--- src/design/nlsc_pkg.sv ---
// shared types and constants for the ndjson line structure checker
// no dependencies
package nlsc_pkg;

  localparam int NEST_LIMIT_DEF = 128;

  // input commands
  localparam logic CMD_DATA = 1'b0;
  localparam logic CMD_END  = 1'b1;

  // held status codes
  typedef enum logic [1:0] {
    ST_RUN   = 2'd0,
    ST_VALID = 2'd1,
    ST_BAD   = 2'd2,
    ST_EMPTY = 2'd3
  } status_t;

  // character codes
  localparam logic [7:0] CH_LBRACE   = 8'h7B;
  localparam logic [7:0] CH_RBRACE   = 8'h7D;
  localparam logic [7:0] CH_LBRACKET = 8'h5B;
  localparam logic [7:0] CH_RBRACKET = 8'h5D;
  localparam logic [7:0] CH_QUOTE    = 8'h22;
  localparam logic [7:0] CH_BSLASH   = 8'h5C;
  localparam logic [7:0] CH_SPACE    = 8'h20;
  localparam logic [7:0] CH_TAB      = 8'h09;
  localparam logic [7:0] CH_CR       = 8'h0D;
  localparam logic [7:0] CH_LF       = 8'h0A;

  // decoded view of one byte
  typedef struct packed {
    logic is_lf;
    logic is_cr;
    logic is_ws;
    logic is_ctrl;
    logic is_quote;
    logic is_bslash;
    logic is_lbrace;
    logic is_lbracket;
    logic is_rbrace;
    logic is_rbracket;
  } byte_class_t;

  // closer stack request: push or pop, and the closer kind pushed (1 = brace)
  typedef struct packed {
    logic push;
    logic pop;
    logic brace;
  } stack_op_t;

endpackage

--- src/design/nlsc_closer_stack.sv ---
// expected-closer stack as a shift line, top always at entry 0
// depends on nlsc_pkg
module nlsc_closer_stack #(
  parameter int NEST_LIMIT = nlsc_pkg::NEST_LIMIT_DEF
) (
  input  logic                clk,
  input  nlsc_pkg::stack_op_t op,
  output logic                top_brace
);

  logic [NEST_LIMIT-1:0] stk_r;
  logic [NEST_LIMIT-1:0] stk_nxt;

  // push shifts toward the bottom, pop shifts toward the top
  for (genvar i = 0; i < NEST_LIMIT; i++) begin : g_entry
    logic from_above;
    logic from_below;
    if (i == 0) begin : g_first
      assign from_above = op.brace;
    end else begin : g_rest
      assign from_above = stk_r[i-1];
    end
    if (i == NEST_LIMIT - 1) begin : g_last
      assign from_below = stk_r[i];
    end else begin : g_mid
      assign from_below = stk_r[i+1];
    end
    always_comb begin
      if (op.push) begin
        stk_nxt[i] = from_above;
      end else if (op.pop) begin
        stk_nxt[i] = from_below;
      end else begin
        stk_nxt[i] = stk_r[i];
      end
    end
  end

  // contents need no reset: an entry is read only after it was pushed
  always_ff @(posedge clk) begin
    stk_r <= stk_nxt;
  end

  assign top_brace = stk_r[0];

endmodule

--- config.mk ---
export PLATFORM = sky130hd
export DESIGN_NAME = nlsc_closer_stack
export DESIGN_NICKNAME = d
export VERILOG_FILES = /design/src/design/nlsc_pkg.sv /design/src/design/nlsc_closer_stack.sv
export SDC_FILE = /design/constraint.sdc
export NUM_CORES = 1
export LEC_CHECK = 0
export BUFFER_PORTS_ARGS = -buffer_cell sky130_fd_sc_hd__clkbuf_2
export CORE_MARGIN = 3
export CORE_UTILIZATION = 45
export CTS_BUF_LIST = sky130_fd_sc_hd__clkbuf_16
export DETAILED_ROUTE_END_ITERATION = 10
export GPL_ROUTABILITY_DRIVEN = 0
export PLACE_DENSITY = 0.61
export REMOVE_ABC_BUFFERS = 1
export SYNTH_ARGS = -nofsm -noshare
export SYNTH_HDL_FRONTEND = slang
export SYNTH_SLANG_ARGS = --single-unit
--- constraint.sdc ---
create_clock -name clk -period 3.9 [get_ports clk]
set_clock_uncertainty 0.2 [all_clocks]
set_input_delay 0.78 -clock clk [delete_from_list [all_inputs] [get_ports clk]]
set_output_delay 0.78 -clock clk [all_outputs]
set_load 0.02 [all_outputs]
==> qor.yml <==
final_common_cell: "edfxtp_1"
reg_top3: "stk_r x128"
reg2reg_depth: 1
fmax_mhz: 488
clk_pin_slew_ns: 0.05
antenna_found_initial: 0
ys_warn_count: 0
syn_area_sq_um: 5460
die_w_um: 116
cts-root-buf: "clkbuf_16"
path_class: "primary input to flip-flop"
fillers: 964
diodes: 0
cts_max_level: 4
layout.area.seq_sq_um: 3840
startpoint_type: "primary input"
holdWs_ns: 0.265
layout.nets: 287
critPathCaptureType: "flip-flop"
whs_path_depth: 0
dieArea_sq_um: 13500
drive_gt1_share_pct: 53.4
hold_violations: 0
grt_max_degree: 82
cap_violations: 0
cts_resized: 0
setup_tns_ns: 0
slew_viol_final: 0
fin_crit_ns: 2.05
clk_latency_ns: 0.40
start_util_pct: 47.0
multi_input_area_sq_um: 1440
hp-class: "flip-flop to flip-flop"
largest_reg_flops: 128
grt_pass1_vias: 2493
drt_iter0_markers: 105
yosysSeqAreaShare_pct: 70.4
rows: 39
num_io_pins: 5
synthCells: 270
cts_buffers: 17
cts_tree: "done"
peakVddDrop_mv: 0.375
rsz0062_at_grt: "false"
dpl.hpwl_um: 3870
drt-wirelength-per-cell_um: 16.3
avgSynthCellArea_sq_um: 20.2
cp_max_fo: 46
ant_nets: 0
final_cells: 439
portBuffers: 4
cp.arrival_ns: 1.89
power_density_nw_per_um2: 596
coreArea_sq_um: 11600
critPathRequiredTime_ns: 3.74
max_slew_margin_pct: 60.8
grt_pass1_wl_um: 12100
vias: 2299
routed_via_density: 5.24
cts_setup_buffers: 0
wirelength_um: 7140
min_period_over_period_pct: 52.6
registers.top_by_ff_count: "stk_r"
synthDistinctLibCells: 5
clock-sinks: 128
tightest_slew_ns: 0.588
dp_cells: 407
p_leak_nw: 2.12
die_h_um: 116
syn_to_final_growth_pct: 10.4
hold_buffers: 0
status: "finished clean"
grt-ovfl-total: 0
synth-seq-cells: 128
grt_usage_pct: 12.0
clockBufferDepth: 2
drc: 0
drt_first_pass_iters: 7
layout_common_cells: "edfxtp_1, mux2_2, clkbuf_16"
setup_viol: 0
-- power breakdown --
part	internal, mW	switching (mW)
Sequential	1.85	0.119
Combinational	0.215	0.115
Clock	0.779	0.519
Total	2.84	0.753
-- critical path, stage by stage --
cell	delay [ns]
buf_4	0.35
or2_4	0.22
buf_4	0.49
-- area by class of cell --
type | count | area share (%)
Clock buffer | 17 | 7.06
Clock inverter | 15 | 1.04
Multi-Input combinational cell | 128 | 23.9
Sequential cell | 128 | 63.8
Tap cell | 143 | 2.97
Timing Repair Buffer | 8 | 1.29
-- stage by stage --
| stage | utilization (%) | area (sq um) | worst slack (ns) | power, mW |
|---|---|---|---|---|
| 5_1_grt | 51.9 | 6030 | 1.77 | 3.76 |
| 3_3_place_gp | 47.7 | 5540 | 1.46 | 2.30 |
| 2_1_floorplan | - | 5280 | 0.917 | 2.20 |
| 6_report | 51.9 | 6030 | 1.85 | 3.59 |
| 3_5_place_dp | 47.7 | 5540 | 1.44 | 2.32 |
| 4_1_cts | 51.9 | 6030 | 1.87 | 3.64 |
-- final timing paths --
path	end	from	slack [ns]
max	stk_r[2]$_DFFE_PP_	op[2]	1.85
min	stk_r[127]$_DFFE_PP_	stk_r[126]$_DFFE_PP_	0.27
max reg2reg	stk_r[61]$_DFFE_PP_	stk_r[60]$_DFFE_PP_	2.76
min reg2reg	stk_r[127]$_DFFE_PP_	stk_r[126]$_DFFE_PP_	0.27
-- logic make-up (layout without fill, tap and decap cells) --
kind of cell / count (synthesis) / in the layout / share of synthesized area (%)
buffers and inverters: 14 / 40 / 3.26
multiplexers: 127 / 127 / 26.2
flip-flops: 128 / 128 / 70.4
AND/OR/NAND/NOR: 1 / 1 / 0.115
-- metal layers --
| layer | track usage (%) | vias up | wire length (um) |
|---|---|---|---|
| li1 | - | 1103 | - |
| met1 | 15.2 | 1170 | 3540 |
| met2 | 17.8 | 20 | 3280 |
| met3 | 4.51 | 6 | 226 |
| met4 | 6.73 | 0 | 94 |
| met5 | 0 | - | 0 |
-- synth_stat cells --
| cell type | n | area share (%) |
|---|---|---|
| mux2_2 | 127 | 26 |
| or2_2 | 1 | 0.11 |
| edfxtp_1 | 128 | 70 |
| clkbuf_8 | 8 | 2.0 |
| buf_6 | 6 | 1.2 |
Note: power is estimated with default switching activity, not from simulation.
